### src/rtl/frmd_pkg.sv
// Shared widths, character codes and defaults for the frame rate meter.
package frmd_pkg;

    localparam int FRAMES_DEF = 10;

    localparam int TIME_W  = 32;   // one frame duration, microseconds
    localparam int TOTAL_W = 36;   // running window total
    localparam int FPS_W   = 24;   // frames per second
    localparam int CHAR_W  = 7;    // ASCII display character
    localparam int BIN_W   = 14;   // enough for any rate below 10000
    localparam int BCD_W   = 16;   // four decimal digits

    localparam int US_PER_SEC = 1000000;

    localparam logic [FPS_W-1:0] FPS_SAT = FPS_W'(10000);
    localparam logic [FPS_W-1:0] FPS_1K  = FPS_W'(1000);
    localparam logic [FPS_W-1:0] FPS_100 = FPS_W'(100);

    localparam logic [CHAR_W-1:0] ASCII_SPACE = 7'h20;
    localparam logic [CHAR_W-1:0] ASCII_ZERO  = 7'h30;
    localparam logic [CHAR_W-1:0] ASCII_NINE  = 7'h39;

    localparam int M_DATA_W = 56;  // 52 payload bits padded to bytes

endpackage

### src/rtl/frmd_div.sv
// Radix-2 restoring divider, one quotient bit per cycle.
module frmd_div import frmd_pkg::*; #(
    parameter int DVD_W = FPS_W,
    parameter int DVS_W = TOTAL_W
) (
    input  logic             clk,
    input  logic             rst_n,
    input  logic             start,
    input  logic [DVD_W-1:0] dividend,
    input  logic [DVS_W-1:0] divisor,
    output logic             done,
    output logic [DVD_W-1:0] quotient
);

    localparam int CNT_W = $clog2(DVD_W + 1);
    localparam logic [CNT_W-1:0] LAST = CNT_W'(DVD_W - 1);

    logic             busy_reg;
    logic             done_reg;
    logic [CNT_W-1:0] cnt_reg;
    logic [DVS_W-1:0] rem_reg;
    logic [DVS_W-1:0] dvs_reg;
    logic [DVD_W-1:0] q_reg;

    logic [DVS_W:0]   trial;
    logic [DVS_W+1:0] diff;
    logic             ge;

    // shift in the next dividend bit, subtract when it fits
    assign trial = {rem_reg, q_reg[DVD_W-1]};
    assign diff  = {1'b0, trial} - {2'b00, dvs_reg};
    assign ge    = ~diff[DVS_W+1];

    always_ff @(posedge clk or negedge rst_n)
    begin
        if (!rst_n)
        begin
            busy_reg <= 1'b0;
            done_reg <= 1'b0;
            cnt_reg  <= '0;
        end
        else
        begin
            done_reg <= 1'b0;
            if (start)
            begin
                busy_reg <= 1'b1;
                cnt_reg  <= '0;
            end
            else if (busy_reg)
            begin
                cnt_reg <= cnt_reg + 1'b1;
                if (cnt_reg == LAST)
                begin
                    busy_reg <= 1'b0;
                    done_reg <= 1'b1;
                end
            end
        end
    end

    always_ff @(posedge clk)
    begin
        if (start)
        begin
            rem_reg <= '0;
            dvs_reg <= divisor;
            q_reg   <= dividend;
        end
        else if (busy_reg)
        begin
            rem_reg <= ge ? diff[DVS_W-1:0] : trial[DVS_W-1:0];
            q_reg   <= {q_reg[DVD_W-2:0], ge};
        end
    end

    assign done     = done_reg;
    assign quotient = q_reg;

endmodule

### src/rtl/frame_rate_meter_decimal_unit.sv
// Frame rate meter: moving window of frame times, divider, decimal display.
// Processing: the accepted input word passes the divide, the quotient load, binary to BCD
//   and the output load to m_tvalid; a saturated rate skips BCD, a zero total goes straight to the output load.
// One item in flight: s_tready is low until the result is loaded, and it stays low
//   while a finished result waits on m_tready.
// Reset (rst_n, async, active low) clears the window and total to zero.
module frame_rate_meter_decimal_unit import frmd_pkg::*; #(
    parameter int FRAMES = FRAMES_DEF
) (
    input  logic                clk,
    input  logic                rst_n,
    // input stream
    input  logic                s_tvalid,
    output logic                s_tready,
    input  logic [TIME_W-1:0]   s_tdata,   // [31:0] frame_time_us
    // result stream
    output logic                m_tvalid,
    input  logic                m_tready,
    // [23:0] fps_value, [30:24] char_thousands, [37:31] char_hundreds,
    // [44:38] char_tens, [51:45] char_units, [55:52] zero padding
    output logic [M_DATA_W-1:0] m_tdata,
    output logic                m_tuser    // [0] zero_total
);

    // dividend 1e6 * FRAMES fits the 24-bit rate field only while FRAMES is at most 16
    localparam logic [FPS_W-1:0] DIVIDEND = FPS_W'(US_PER_SEC * FRAMES);
    localparam int BCD_CNT_W = $clog2(BIN_W);
    localparam logic [BCD_CNT_W-1:0] BCD_LAST = BCD_CNT_W'(BIN_W - 1);

    typedef enum logic [1:0] {
        S_IDLE,
        S_DIV,
        S_BCD,
        S_OUT
    } state_t;

    state_t                 state_reg;
    logic [TIME_W-1:0]      hist_reg [FRAMES];
    logic [TOTAL_W-1:0]     total_reg;
    logic [FPS_W-1:0]       fps_reg;
    logic                   zero_reg;
    logic                   sat_reg;
    logic [BIN_W-1:0]       bin_reg;
    logic [BCD_W-1:0]       bcd_reg;
    logic [BCD_CNT_W-1:0]   cnt_reg;

    logic                   m_tvalid_reg;
    logic [M_DATA_W-1:0]    m_tdata_reg;
    logic                   m_tuser_reg;

    logic                   accept;
    logic [TOTAL_W-1:0]     total_next;
    logic                   div_start;
    logic                   div_done;
    logic [FPS_W-1:0]       quotient;
    logic [BCD_W-1:0]       bcd_adj;
    logic                   out_free;
    logic                   out_load;

    logic [CHAR_W-1:0]      c_thou, c_hund, c_tens, c_unit;

    assign s_tready = (state_reg == S_IDLE);
    assign accept   = s_tvalid & s_tready;

    // drop the oldest duration, add the newest
    assign total_next = total_reg - {{(TOTAL_W-TIME_W){1'b0}}, hist_reg[FRAMES-1]}
                                  + {{(TOTAL_W-TIME_W){1'b0}}, s_tdata};
    assign div_start  = accept && (total_next != '0);

    frmd_div #(
        .DVD_W (FPS_W),
        .DVS_W (TOTAL_W)
    ) u_div (
        .clk      (clk),
        .rst_n    (rst_n),
        .start    (div_start),
        .dividend (DIVIDEND),
        .divisor  (total_next),
        .done     (div_done),
        .quotient (quotient)
    );

    // add 3 to any BCD digit of 5 or more ahead of the shift
    always_comb
    begin
        for (int i = 0; i < BCD_W / 4; i++)
        begin
            bcd_adj[4*i +: 4] = (bcd_reg[4*i +: 4] >= 4'd5) ? bcd_reg[4*i +: 4] + 4'd3
                                                              : bcd_reg[4*i +: 4];
        end
    end

    // display characters; blanks lead a short rate, all nines on overflow or zero
    always_comb
    begin
        if (zero_reg || sat_reg)
        begin
            c_thou = ASCII_NINE;
            c_hund = ASCII_NINE;
            c_tens = ASCII_NINE;
            c_unit = ASCII_NINE;
        end
        else
        begin
            c_thou = (fps_reg < FPS_1K)  ? ASCII_SPACE : ASCII_ZERO + {3'b000, bcd_reg[15:12]};
            c_hund = (fps_reg < FPS_100) ? ASCII_SPACE : ASCII_ZERO + {3'b000, bcd_reg[11:8]};
            c_tens = ASCII_ZERO + {3'b000, bcd_reg[7:4]};
            c_unit = ASCII_ZERO + {3'b000, bcd_reg[3:0]};
        end
    end

    assign out_free = ~m_tvalid_reg | m_tready;
    assign out_load = (state_reg == S_OUT) && out_free;

    always_ff @(posedge clk or negedge rst_n)
    begin
        if (!rst_n)
        begin
            state_reg    <= S_IDLE;
            total_reg    <= '0;
            for (int i = 0; i < FRAMES; i++)
            begin
                hist_reg[i] <= '0;
            end
            zero_reg     <= 1'b0;
            sat_reg      <= 1'b0;
            m_tvalid_reg <= 1'b0;
            m_tdata_reg  <= '0;
            m_tuser_reg  <= 1'b0;
        end
        else
        begin
            // a new result replaces the one taken at this edge
            if (out_load)
            begin
                m_tvalid_reg <= 1'b1;
                m_tdata_reg  <= {4'b0000, c_unit, c_tens, c_hund, c_thou, fps_reg};
                m_tuser_reg  <= zero_reg;
            end
            else if (m_tvalid_reg && m_tready)
            begin
                m_tvalid_reg <= 1'b0;
            end

            case (state_reg)
                S_IDLE:
                begin
                    if (accept)
                    begin
                        for (int i = FRAMES - 1; i >= 1; i--)
                        begin
                            hist_reg[i] <= hist_reg[i-1];
                        end
                        hist_reg[0] <= s_tdata;
                        total_reg   <= total_next;
                        sat_reg     <= 1'b0;
                        if (total_next == '0)
                        begin
                            zero_reg  <= 1'b1;
                            state_reg <= S_OUT;
                        end
                        else
                        begin
                            zero_reg  <= 1'b0;
                            state_reg <= S_DIV;
                        end
                    end
                end
                S_DIV:
                begin
                    if (div_done)
                    begin
                        if (quotient >= FPS_SAT)
                        begin
                            sat_reg   <= 1'b1;
                            state_reg <= S_OUT;
                        end
                        else
                        begin
                            state_reg <= S_BCD;
                        end
                    end
                end
                S_BCD:
                begin
                    if (cnt_reg == BCD_LAST)
                    begin
                        state_reg <= S_OUT;
                    end
                end
                S_OUT:
                begin
                    if (out_free)
                    begin
                        state_reg <= S_IDLE;
                    end
                end
                default:
                begin
                    state_reg <= S_IDLE;
                end
            endcase
        end
    end

    // datapath registers, no reset needed
    always_ff @(posedge clk)
    begin
        case (state_reg)
            S_IDLE:
            begin
                fps_reg <= '0;
                bcd_reg <= '0;
            end
            S_DIV:
            begin
                if (div_done)
                begin
                    fps_reg <= quotient;
                    bin_reg <= quotient[BIN_W-1:0];
                    bcd_reg <= '0;
                    cnt_reg <= '0;
                end
            end
            S_BCD:
            begin
                {bcd_reg, bin_reg} <= {bcd_adj[BCD_W-2:0], bin_reg, 1'b0};
                cnt_reg            <= cnt_reg + 1'b1;
            end
            default:
            begin
            end
        endcase
    end

    assign m_tvalid = m_tvalid_reg;
    assign m_tdata  = m_tdata_reg;
    assign m_tuser  = m_tuser_reg;

endmodule
### config.mk
export PLATFORM = sky130hd
export DESIGN_NAME = frame_rate_meter_decimal_unit
export DESIGN_NICKNAME = d
export VERILOG_FILES = /design/src/rtl/frmd_pkg.sv /design/src/rtl/frmd_div.sv /design/src/rtl/frame_rate_meter_decimal_unit.sv
export SDC_FILE = /design/constraint.sdc
export NUM_CORES = 1
export LEC_CHECK = 0
export BUFFER_PORTS_ARGS = -buffer_cell sky130_fd_sc_hd__buf_4
export CORE_MARGIN = 4
export CORE_UTILIZATION = 60
export CTS_BUF_LIST = sky130_fd_sc_hd__clkbuf_2 sky130_fd_sc_hd__clkbuf_4 sky130_fd_sc_hd__clkbuf_8
export DETAILED_ROUTE_END_ITERATION = 7
export PLACE_DENSITY_LB_ADDON = 0.3
export SLEW_MARGIN = 15
export SYNTH_ARGS = -nofsm -noshare
export SYNTH_HDL_FRONTEND = slang
export SYNTH_SLANG_ARGS = --single-unit
### constraint.sdc
create_clock -name clk -period 6 [get_ports clk]
set_input_delay 0.3 -clock clk [delete_from_list [all_inputs] [get_ports clk]]
set_output_delay 0.3 -clock clk [all_outputs]
set_load 0.03 [all_outputs]
Word-level counts from Yosys, hierarchy flattened. Cells that the tools add are included.

Flip-flop bits (word level): 575. Output and inout port bits: 59. Logic and storage cells: 120.

Add/subtract/negate cells: 13. $lt $le $gt $ge: 7. Equality and inequality tests: 10. Mux-type cells: 41. Bitwise logic cells: 4. Reductions and logical operators: 18.

Operators by type and width (number): $pmux W16 S3 (1); $pmux W24 S2 (1); $mux W7 (6); $sub A37 B36 Y38 (1); $add A36 B32 Y36 (1); $logic_not A36 Y1 (1); $mux W36 (1); $reduce_bool A36 Y1 (1); $sub A36 B32 Y36 (1); $add A6 B4 Y7 const A (4); $pmux W14 S2 (1); $ge A24 B14 Y1 const B (1); $lt A24 B10 Y1 const B (1); $lt A24 B7 Y1 const B (1); $mux W24 (1); $ge A4 B3 Y1 const B (4); $mux W16 (1); $mux W4 (4); $mux W14 (1); $mux W1 (13); $add A4 B2 Y4 const B (3); $mux W2 (5); $mux W5 (2); $pmux W2 S4 (1); 22 further kinds (36).

Logic depth before layout (Yosys ltp). Gate-level depths: netlist of run 1.

Word-level depth: 6. Mapped depth: 17.

Modules after synthesis. From an unflattened synthesis of run 1, not the netlist that was laid out.

Cell total of the unflattened synthesis: 2363. Area total of the unflattened synthesis: 27533.9 um^2.

By module, submodules not included: frame_rate_meter_decimal_unit (instances 1, cells each 1723, area each 21197.8 um^2, seq. area each 11876.4 um^2); frmd_div (instances 1, cells each 640, area each 6336.1 um^2, seq. area each 2697.6 um^2).

Worst setup path before layout of run 1. No wires, ideal clock.

Path kind: reg-to-reg. Start: register hist_reg[1] in the netlist's numbering. End: register u_div.dvs_reg[0], enable pin. Data arrival time: 4381 ps. Required time: 5504 ps. Setup slack: 1123 ps. Stages on the path, launching flop included: 14. Path buffers: 1. Period minus slack after synthesis: 4877 ps. Cells stage by stage: dfrtp_1 > fa_1 > inv_1 > fa_1 > a211oi_2 > o31a_2 > o2bb2ai_2 > a2111o_1 > a21o_1 > a221oi_2 > o211ai_1 > or4_1 > o31a_1 > clkbuf_1.

Longest elaborated chain between the ends: 4.

RTL lines: from (decl) (line frame_rate_meter_decimal_unit.sv:38) `logic [TIME_W-1:0] hist_reg [FRAMES];`; from (signal, indexed assignment) (line frame_rate_meter_decimal_unit.sv:152) `hist_reg[i] <= hist_reg[i-1];`; $sub A36 B32 Y36 (line frame_rate_meter_decimal_unit.sv:66) `assign total_next = total_reg - {{(TOTAL_W-TIME_W){1'b0}}, hist_reg[FRAMES-1]}`; $add A36 B32 Y36 (line frame_rate_meter_decimal_unit.sv:67) `+ {{(TOTAL_W-TIME_W){1'b0}}, s_tdata};`; $reduce_bool A36 Y1 (line frame_rate_meter_decimal_unit.sv:68) `assign div_start = accept && (total_next != '0);`; $logic_and A1 B1 Y1 (line frame_rate_meter_decimal_unit.sv:68); net div_start (line frame_rate_meter_decimal_unit.sv:53) `logic div_start;`; to (signal assigned) (line frmd_div.sv:67) `dvs_reg <= divisor;`; to (decl) (line frmd_div.sv:22) `logic [DVS_W-1:0] dvs_reg;`.

The timed path passes the listed nets, and every way through them passes these cells. A chain may end at the register's enable or synchronous reset.

Worst setup path after layout of run 1.
Start: input s_tdata[1]. End: register u_div.rem_reg[35].

Longest elaborated chain between the ends: 3.

RTL lines: from (decl) (line frame_rate_meter_decimal_unit.sv:15) `input logic [TIME_W-1:0] s_tdata,`; $add A36 B32 Y36 (line frame_rate_meter_decimal_unit.sv:67); $reduce_bool A36 Y1 (line frame_rate_meter_decimal_unit.sv:68); $logic_and A1 B1 Y1 (line frame_rate_meter_decimal_unit.sv:68); to (signal assigned) (line frmd_div.sv:72) `rem_reg <= ge ? diff[DVS_W-1:0] : trial[DVS_W-1:0];`; to (decl) (line frmd_div.sv:21) `logic [DVS_W-1:0] rem_reg;`.

No other way between the ends.

==> results of run 1 <==
-- critical path, delay by kind of cell --
family / cells / cell delay [ns]
AOI/OAI and AO/OA: 8 / 2.39
buffers and inverters: 5 / 1.21
and+or+nand+nor: 2 / 0.86
adders and majority gates: 2 / 1.01
-- cell usage after synthesis (10+ instances only) --
library cell    n
nor2_1        147
a211o_1        11
a31oi_1        11
a21oi_1       105
nor3_1         26
nor4_1         12
clkbuf_1       97
o21ai_0       134
nand2_1       243
nand2b_1       10
dfrtp_1       412
xor2_1         26
inv_1         214
mux2i_1        26
o21bai_1       13
buf_4          13
xnor2_1        37
a21o_1         35
and2_1         41
and3_1         13
o211ai_1       17
edfxtp_1       94
nand4_1        11
nand3_1        23
ha_1           88
dfxtp_1        60
a211oi_1       31
mux2_2        303
fa_1           33
-- layer usage --
layer	track usage (%)	up-vias	part of all wire, %
met3	4.12	116	4.1
li1	-	8473	-
met2	38.7	347	49
met5	0	-	0
met1	29.2	8710	44
met4	7.47	0	2.4
-- cells by family (layout without fill, tap and decap cells) --
logic type	after synthesis	count (layout)
xor gates and xnor gates	63	63
muxes	329	329
and+or+nand+nor	550	550
other	1	9
DFF	566	566
buffers and inverters	335	499
adders and majority gates	121	121
AOI/OAI and AO/OA	435	435
-- area by class of cell --
cell class	instances	area share, %
flip-flops and latches	566	47.8
well taps	592	2.47
clock buffers	139	5.61
clock inverters	20	0.417
repair buffers	126	3.53
multi-input cells	1506	37.5
inverters	214	2.68
diodes	1	0.00834
-- final timing paths --
check / cells after the start / endpoint / slack (ns)
setup / recovery: 17 / u_div.rem_reg[35]$_SDFFE_PP0P_ / 0.78
hold / removal: 3 / hist_reg[304]$_DFFE_PN0P_ / 0.05
setup reg to reg: 14 / u_div.rem_reg[35]$_SDFFE_PP0P_ / 0.78
hold reg to reg: 2 / m_tdata[1]$_DFFE_PN0P_ / 0.45
max in group asynchronous: 3 / hist_reg[155]$_DFFE_PN0P_ / 4.35
min in group asynchronous: 2 / m_tdata[7]$_DFFE_PN0P_ / 0.25
-- per-stage QoR --
stage	instance area (um2)	cells	hold slack [ns]	worst slack [ns]	util, %
floorplan	26900	2407	0.00441	1.12	-
global placement	27900	2977	0.398	0.857	63.1
detailed placement	27900	2977	0.413	0.712	63.1
CTS	30000	3163	0.00350	0.773	67.8
global route	30000	3163	0.0557	0.354	67.8
finish	30000	3164	0.0478	0.777	67.8
==> impl_results.md, run 1 <==
- Cells after synthesis: around 2,400
- Startpoint type of the worst setup path: primary input
- Crit-path slowest cell: o31a_2
- Slew Viols, Final: 0
- Setup_tns: 0 ns
- Vias in the first global route: 18,300
- Area of the mapped netlist: 26,900 um2
- Setup CP Type: primary input to flop
- Slew headroom: 25.3%
- Global placement routability congestion: 0.905
- Adder-cell share of the synthesized area: approximately 6.6%
- Die Area: 48,200 um2
- 1st-pass router iterations: 5
- ANT nets after route: 0
- Register area: 14,300 um2
- Post-synthesis xor/xnor area fraction: 2.05%
- Crit Path Max Fanout: 46
- Unrepaired setup endpoints after global routing: false
- CP endpoint kind: flop
- DRC viols: 0
- Synth area leaders: dfrtp_1 38%, mux2_2 13%, edfxtp_1 11%, dfxtp_1 4.5%, ha_1 4.1%
- HP Start: s_tdata[16]
- Multi-input combinational cell area: 11,200 um2
- Core area: 44,200 um2
- Commonest non-fill, non-tap cell in the layout: dfrtp_1
- Overall Global Routing Usage: 22.5%
- Critical path, cell by cell: dlygate4sd3_1 > buf_4 > inv_1 > fa_1 > inv_1 > fa_1 > a211oi_2 > o31a_2 > o2bb2ai_2 > a2111oi_0 > o31ai_1 > a221oi_2 > o211ai_1 > or4_1 > o31a_2 > buf_4 > nor3_1
- Die width: 220 um
- CP max stage delay: 0.61 ns
- Worst Setup SP: s_tdata[1]
- Maximum clock path buffer count: 3
- Post-synth EDFFs: 94
- Core Rows: 77
- Layout cells sized above 1: 22.2%
- Syn avg cell area: 11.2 um2
- Yosys top cell by area: dfrtp_1
- CTS tree: yes
- F_max: 0.191 GHz
- Hold Crit Class: primary input to flop
- Final nets: 2,660
- Die height: 220 um
- Via Count: 17,600
- Clock root buffer: clkbuf_8
- # clock sinks: 566
- Number of post-CTS setup repair buffers: 0
- Congestion Overflow GR: 0
- Initial DRC Count: 1,077
- Critical Path RT: 6.56 ns
- Max FFs per register: 320
- Commonest cells after routing, fill and taps aside: 411 x dfrtp_1, 303 x mux2_2, 241 x nand2_1
- Routed len/inst: roughly 17 um
- Max cap viols: 0
- Num CTS Buffers: 89
- Run status: complete, no violations
- Fin. Hold Viols: 0
- Worst Path Arrival: 5.78 ns
- Synth cell types: 74
- Fin crit period: 5.22 ns
- Area Growth Syn to Fin: 11.7%
- Async S/R FF share, synth: 72.8%
- Via density: 5.58
- Post-synthesis simple-gate area fraction: under 10%
- IO Count: 95
- Yosys top cell area share: approximately two fifths
- Largest net degree at the start of global routing: 198
- Worst R2R Start: hist_reg[1]$_DFFE_PN0P_
- HPWL after detailed placement: 35.7 mm
- Cts hold-fix bufs: 27
- Ys flop type: dfrtp_1
- Largest family of logic cells by synthesized area: multiplexers
- Wirelength, routed: 53.0 mm
- Initial antenna violation count: 0
- CTS H-tree depth: 3
- Clk slew on worst S/H paths: 0.06 ns
- Slew @ Worst Pin: 1.12 ns
- FILL cells: 3,240
- Clk Latency, worst-skew pair: about 0.66 ns
- Sequential-to-total area share from yosys stat: 53.4%
- Port bufs: 86
- Yosys warning count: 0
- Initial Utilization: 60.7%
- Flops & latches, synth: 566
- Post-synthesis mux area share: 13.7%
- First-pass GRT wire length: about 89 mm
- Setup Skew: around 0.029 ns
- Ratio of final minimum period to clock period: slightly below 90%
- Setup-failing EPs final: 0
- Compound-gate portion of the synthesized area: between 10% and 20%
- PostCTS Resize Cnt: 0
Power of run 1 is not shown: default switching activity piles up to over one toggle a cycle in this logic, so the estimate is an artifact.
==> inputs of run 2 (changes only) <==
--- a/config.mk
+++ b/config.mk
@@ -11,6 +11,7 @@
 export CTS_BUF_LIST = sky130_fd_sc_hd__clkbuf_2 sky130_fd_sc_hd__clkbuf_4 sky130_fd_sc_hd__clkbuf_8
 export DETAILED_ROUTE_END_ITERATION = 7
 export PLACE_DENSITY_LB_ADDON = 0.3
+export RECOVER_POWER = 100
 export SLEW_MARGIN = 15
 export SYNTH_ARGS = -nofsm -noshare
 export SYNTH_HDL_FRONTEND = slang
==> run 2 against run 1 <==
The run now ends with capacitance limit, slew limit left. Cell count unchanged. First-iteration DRC count decreased by 3.2%. Critical path depth unchanged. Utilization decreased by 0.64 points. Setup slack got worse by 0.13 ns. Cell area decreased by 0.94%. Routed wire length decreased by 0.36%. Worst hold slack improved by 0.0036 ns. Via count increased by 0.27%. Non-clock buffer count unchanged.
==> impl_results.md, run 2 (same netlist as run 1, synthesis figures left out) <==
- 1st-pass router iterations: 6 (+1)
- Reg-to-reg endpoint: u_div.rem_reg[35]$_SDFFE_PP0P_
- Crit Path Max Fanout: 46 (unchanged)
- Vias in the first global route: 18,300 (unchanged)
- CTS tree: yes
- Register area: 14,300 um2 (unchanged)
- Setup-failing EPs final: 0 (unchanged)
- Crit-path slowest cell: o31a_2
- Core Rows: 77 (unchanged)
- Critical path, cell by cell: dlygate4sd3_1 > buf_4 > inv_1 > fa_1 > inv_1 > fa_1 > a211oi_1 > o31a_2 > o2bb2ai_2 > a2111oi_0 > o31ai_1 > a221oi_2 > o211ai_1 > or4_1 > o31a_2 > buf_4 > nor3_1
- R2r setup slk: 0.66 ns (-0.12 ns)
- Multi-input combinational cell area: 11,200 um2 (-0.26%)
- Clk slew on worst S/H paths: 0.06 ns (about the same)
- Commonest non-fill, non-tap cell in the layout: dfrtp_1
- Die Area: 48,200 um2 (unchanged)
- Ratio of final minimum period to clock period: 89.2% (+2.1 points)
- Global placement routability congestion: 0.905 (unchanged)
- Clock root buffer: clkbuf_8
- Wirelength, routed: 52.9 mm (-0.36%)
- Num CTS Buffers: 89 (unchanged)
- Die width: 220 um (unchanged)
- Worst path depth: 17 (unchanged)
- Fin cells: 3,164 (unchanged)
- Max cap viols: 8 (+8)
- Slew headroom: -183% (-210 points)
- Startpoint type of the worst setup path: primary input
- Final nets: 2,660 (unchanged)
- Initial DRC Count: 1,042 (-3.2%)
- Congestion Overflow GR: 0 (unchanged)
- CP max stage delay: 0.61 ns (about the same)
- Max FFs per register: 320 (unchanged)
- Initial antenna violation count: 0 (unchanged)
- FILL cells: 3,312 (+2.2%)
- Worst R2R Start: hist_reg[1]$_DFFE_PN0P_
- Port bufs: 86 (unchanged)
- Overall Global Routing Usage: 22.5% (unchanged)
- Unrepaired setup endpoints after global routing: false
- Routed len/inst: 16.7 um (-0.36%)
- R2R cell count: 14 (unchanged)
- Worst Path Arrival: 5.90 ns (+0.12 ns)
- Fin crit period: 5.35 ns (+0.127 ns)
- # clock sinks: 566 (unchanged)
- Slew @ Worst Pin: 4.24 ns (+3.12 ns)
- Fin. Hold Viols: 0 (unchanged)
- Die height: 220 um (unchanged)
- First-pass GRT wire length: 89.3 mm (unchanged)
- Failing checks: capacitance limit, slew limit
- Largest net degree at the start of global routing: 198 (unchanged)
- Via density: 5.59 (+0.27%)
- Commonest cells after routing, fill and taps aside: 411 x dfrtp_1, 301 x mux2_2, 243 x nand2_1
- CP bufs+invs: 5 (unchanged)
- Layout cells sized above 1: 19.9% (-2.3 points)
- CP top delay family: compound AO/OA/AOI/OAI gates
- F_max: 0.187 GHz (-2.4%)
- Setup Skew: 0.0296 ns (+0.000195 ns)
- DP Worst Slack: 0.712 ns (unchanged)
- Core area: 44,200 um2 (unchanged)
- DRC viols: 0 (unchanged)
- Clk Latency, worst-skew pair: 0.66 ns (about the same)
- Setup_tns: 0 ns (unchanged)
- Post-placement cell count: 2,977 (unchanged)
- Setup CP Type: primary input to flop
- CP endpoint kind: flop
- Post-route setup slack: 0.650 ns (-0.127 ns)
- Maximum clock path buffer count: 3 (unchanged)
- Run status: finished, violations left
- PostCTS Resize Cnt: 0 (unchanged)
- Via Count: 17,700 (+0.27%)
- Critical Path RT: 6.55 ns (about the same)
- Initial Utilization: 60.7% (unchanged)
- Area Growth Syn to Fin: 10.6%
- Hold Crit Class: primary input to flop
- Slew Viols, Final: 860 (+860)
- ANT nets after route: 0 (unchanged)
- HPWL after detailed placement: 35.7 mm (unchanged)
- IO Count: 95 (unchanged)
- Fin util: 67.2% (-0.64 points)
- Worst Setup SP: s_tdata[1]
- CTS H-tree depth: 3 (unchanged)
- CP Capture Point: u_div.rem_reg[35]$_SDFFE_PP0P_
## run 2: cell type report
class / instances / share of cell area, %
flip-flops and latches: 566 / 48.3
multi-input cells: 1506 / 37.8
clock buffers: 139 / 5.66
repair buffers: 126 / 2.71
inverters: 214 / 2.70
well taps: 592 / 2.49
clock inverters: 20 / 0.421
diodes: 1 / 0.00842
## run 2: worst min-delay path by stage
| stage | slack [ns] | cells past startpoint | end | start |
|---|---|---|---|---|
| 6_report | 0.05 | 3 | hist_reg[298]$_DFFE_PN0P_ | s_tdata[10] |
| 3_3_place_gp | 0.40 | 1 | m_tdata[4]$_DFFE_PN0P_ | rst_n |
| 3_5_place_dp | 0.41 | 1 | m_tdata[7]$_DFFE_PN0P_ | rst_n |
| 2_1_floorplan | 0.004 | 0 | hist_reg[0]$_DFFE_PN0P_ | rst_n |
| 4_1_cts | 0.004 | 3 | hist_reg[318]$_DFFE_PN0P_ | s_tdata[30] |
| 5_1_grt | 0.06 | 3 | hist_reg[304]$_DFFE_PN0P_ | s_tdata[16] |
## run 2: what timing repair did
| action | 4_1_cts | 5_1_grt |
|---|---|---|
| setup buffers | 0 | 0 |
| hold buffers | 27 | 0 |
| hold endpoints to repair | 142 | 0 |
## run 2: stage by stage
step / instance area (um2) / hold slack, ns
global route: 29700 / 0.0557
CTS: 30000 / 0.00350
finish: 29700 / 0.0514
global placement: 27900 / 0.398
detailed placement: 27900 / 0.413
floorplan: 26900 / 0.00441
## run 2: layer usage
metal	up-vias	GRT usage (%)	wire length, um
met2	353	38.7	26200
met1	8753	29.2	23100
met5	-	0	0
met3	119	4.12	2230
met4	0	7.47	1340
li1	8469	-	-
## run 2: worst reg2reg max path: stages (launching register included)
cell and delay [ns]:
dfrtp_1 0.39, fa_1 0.51, inv_1 0.07, fa_1 0.46, a211oi_1 0.40, o31a_2 0.29
o2bb2ai_2 0.12, a2111oi_0 0.59, o31ai_1 0.18, a221oi_2 0.22, o211ai_1 0.12, or4_1 0.59
o31a_2 0.61, buf_4 0.43, nor3_1 0.27
Power of run 2 is left out for the same reason.
==> inputs of run 3 (changes only) <==
--- a/config.mk
+++ b/config.mk
@@ -15,4 +15,5 @@
 export SLEW_MARGIN = 15
 export SYNTH_ARGS = -nofsm -noshare
 export SYNTH_HDL_FRONTEND = slang
+export SYNTH_HIERARCHICAL = 1
 export SYNTH_SLANG_ARGS = --single-unit
==> run 3 against run 2 <==
The flow still finishes with violations (capacitance limit, slew limit). Cell area rose by 3.7%. Highest routed layer unchanged. Utilization rose by 0.68 points. Cell count rose by 0.79%.
==> impl_results.md, run 3 <==
- Commonest non-fill, non-tap cell in the layout: dfrtp_1
- Post-synth top cells: 412 x dfrtp_1, 356 x mux2_2, 242 x nand2_1, 201 x inv_1, 118 x edfxtp_1
- Die width: 222 um (+1.2%)
- Critical Path RT: 6.33 ns (-0.22 ns)
- Post-synthesis xor/xnor area fraction: 2.07% (+0.018 points)
- Post-synthesis simple-gate area fraction: 8.97% (-0.063 points)
- Sequential-to-total area share from yosys stat: 52.9% (-0.44 points)
- F_max: 0.179 GHz (-4.1%)
- First-pass GRT wire length: 92.5 mm (+3.6%)
- Async S/R FF share, synth: 72.8% (unchanged)
- Max cap viols: 6 (-2)
- CTS H-tree depth: 3 (unchanged)
- Via density: 5.64 (+0.85%)
- Layout cells sized above 1: 23.3% (+3.4 points)
- Die Area: 49,400 um2 (+2.4%)
- Compound-gate portion of the synthesized area: 10.1% (-0.25 points)
- Core area: 45,400 um2 (+2.6%)
- Setup Skew: 0.0400 ns (+0.0104 ns)
- Synth area leaders: dfrtp_1 37%, mux2_2 15%, edfxtp_1 13%, ha_1 4.0%, nand2_1 3.3%
- Cell with the most instances after synthesis: dfrtp_1
- Ys flop type: dfrtp_1
- Fin. Hold Viols: 0 (unchanged)
- Syn avg cell area: 11.7 um2 (+4.1%)
- Initial antenna violation count: 1 (+1)
- Slew @ Worst Pin: 4.32 ns (+0.0863 ns)
- Post-synthesis mux area share: 14.9% (+1.2 points)
- Fin crit period: 5.58 ns (+0.229 ns)
- Maximum clock path buffer count: 3 (unchanged)
- Crit Path Max Fanout: 33 (-28%)
- Failing checks: capacitance limit, slew limit
- Clk Latency, worst-skew pair: 0.68 ns (+0.02 ns)
- Area of the mapped netlist: 27,500 um2 (+2.5%)
- HPWL after detailed placement: 36.4 mm (+2.2%)
- Setup CP Type: flop to flop
- Via Count: 18,000 (+1.6%)
- Commonest cells after routing, fill and taps aside: 411 x dfrtp_1, 353 x mux2_2, 241 x nand2_1
- Routed len/inst: 17.1 um (+2.6%)
- # clock sinks: 566 (unchanged)
- Area Growth Syn to Fin: 11.8%
- Final nets: 2,669 (+0.34%)
- Yosys top cell by area: dfrtp_1
- Worst Path Arrival: 5.91 ns (about the same)
- Num CTS Buffers: 92 (+3.4%)
- Port bufs: 86 (unchanged)
- Unrepaired setup endpoints after global routing: false
- Startpoint type of the worst setup path: flop
- CTS tree: yes
- Synth cell types: 95 (+28%)
- Global placement routability congestion: 0.938 (+3.6%)
- R2R cell count: 15 (+1)
- Post-synth EDFFs: 118 (+26%)
- Hold Crit Class: primary input to flop
- Hold WS: 0.143 ns (+0.0917 ns)
- Run status: finished, violations left
- Ratio of final minimum period to clock period: 93.0% (+3.8 points)
- Adder-cell share of the synthesized area: 6.35% (-0.21 points)
- Core Rows: 78 (+1.3%)
- Overall Global Routing Usage: 22.5% (-0.047 points)
- Max FFs per register: 320 (unchanged)
- Worst hold path depth: 5 (+2)
- Setup_tns: 0 ns (unchanged)
- Die height: 222 um (+1.2%)
- Initial Utilization: 60.7% (-0.063 points)
- Cells after synthesis: 2,363 (-1.5%)
- DRC viols: 0 (unchanged)
- IO Count: 95 (unchanged)
- Slew Viols, Final: 642 (-25%)
- Largest net degree at the start of global routing: 190 (-4.0%)
- Wirelength, routed: 54.7 mm (+3.5%)
- Congestion Overflow GR: 0 (unchanged)
- Flops & latches, synth: 566 (unchanged)
- Clk slew on worst S/H paths: 0.06 ns (about the same)
- Vias in the first global route: 18,700 (+2.1%)
- Clock root buffer: clkbuf_8
- Setup-failing EPs final: 0 (unchanged)
- Largest family of logic cells by synthesized area: multiplexers
- Number of post-CTS setup repair buffers: 0 (unchanged)
- Yosys top cell area share: 37.4% (-0.94 points)
- CP endpoint kind: flop
- 1st-pass router iterations: 5 (-1)
- ANT nets after route: 0 (unchanged)
- Yosys warning count: 6 (+6)
- Initial DRC Count: 1,065 (+2.2%)
- Slew headroom: -188% (-5.8 points)
-- run 3: path summary, 6_finish.rpt --
path                                          start                      endpoint  slack [ns]
max                         hist_reg[6]$_DFFE_PN0P_  u_div/quotient[14]$_DFFE_PP_        0.42
min                                        s_tvalid           sat_reg$_DFFE_PN0P_        0.14
max reg2reg                 hist_reg[6]$_DFFE_PN0P_  u_div/quotient[14]$_DFFE_PP_        0.42
min reg2reg                fps_reg[0]$_SDFFCE_PN0P_        m_tdata[0]$_DFFE_PN0P_        0.43
max in group asynchronous                     rst_n     hist_reg[217]$_DFFE_PN0P_        1.04
min in group asynchronous                     rst_n      hist_reg[68]$_DFFE_PN0P_        1.71
-- run 3: cell families (layout without fill, tap and decap cells) --
group,Yosys count,count (layout)
AND/OR/NAND/NOR,536,536
AO/OA/AOI/OAI,391,391
XOR/XNOR,63,63
buffers and inverters,320,515
other,2,33
flip-flops,566,566
multiplexers,365,365
adder cells (fa/ha/maj),120,120
-- run 3: worst max-delay path: stages, from the launching register on --
cell	delay [ns]
dfrtp_1	0.43
fa_1	0.52
inv_1	0.04
ha_1	0.40
a21oi_1	0.33
o21ai_0	0.26
a21oi_1	0.39
a211oi_1	0.18
or4_1	0.58
nor3_1	0.15
or4bb_1	0.43
nor4_2	0.18
nand4b_1	0.23
nor2b_4	0.31
nor2_2	0.42
clkinvlp_4	0.39
-- run 3: per-stage QoR --
| step | instances | cell area [um2] | util, % | worst slack [ns] |
|---|---|---|---|---|
| 6_report | 3189 | 30800 | 67.9 | 0.421 |
| 5_1_grt | 3189 | 30800 | 67.9 | 0.0742 |
| 4_1_cts | 3187 | 31100 | 68.6 | 0.386 |
| 3_5_place_dp | 2984 | 28700 | 63.3 | 0.350 |
| 3_3_place_gp | 2984 | 28700 | 63.3 | 0.614 |
| 2_1_floorplan | 2393 | 27600 | - | 0.504 |
-- run 3: layer usage --
metal | part of all wire (%) | GRT usage, % | vias up
met1 | 45 | 31.0 | 8912
met5 | 0 | 0 | -
li1 | - | - | 8522
met4 | 2.5 | 8.06 | 0
met3 | 4.8 | 3.74 | 115
met2 | 48 | 36.5 | 436
-- run 3: final cells by class --
| cell class | count | area [um2] |
|---|---|---|
| inverters | 201 | 758 |
| repair inverters | 1 | 7.51 |
| clock inverters | 24 | 236 |
| fillers | 3337 | 14600 |
| flip-flops and latches | 566 | 14600 |
| well taps | 600 | 751 |
| multi-input cells | 1507 | 11700 |
| clock buffers | 145 | 1820 |
| diodes | 1 | 2.50 |
| repair buffers | 144 | 926 |
-- run 3: what timing repair did --
action                                 CTS  global route
gates resized for setup                  0             5
endpoints found under the hold margin  109             0
setup endpoints to repair                0            24
hold buffers                            34             0
Power of run 3 is left out for the same reason.
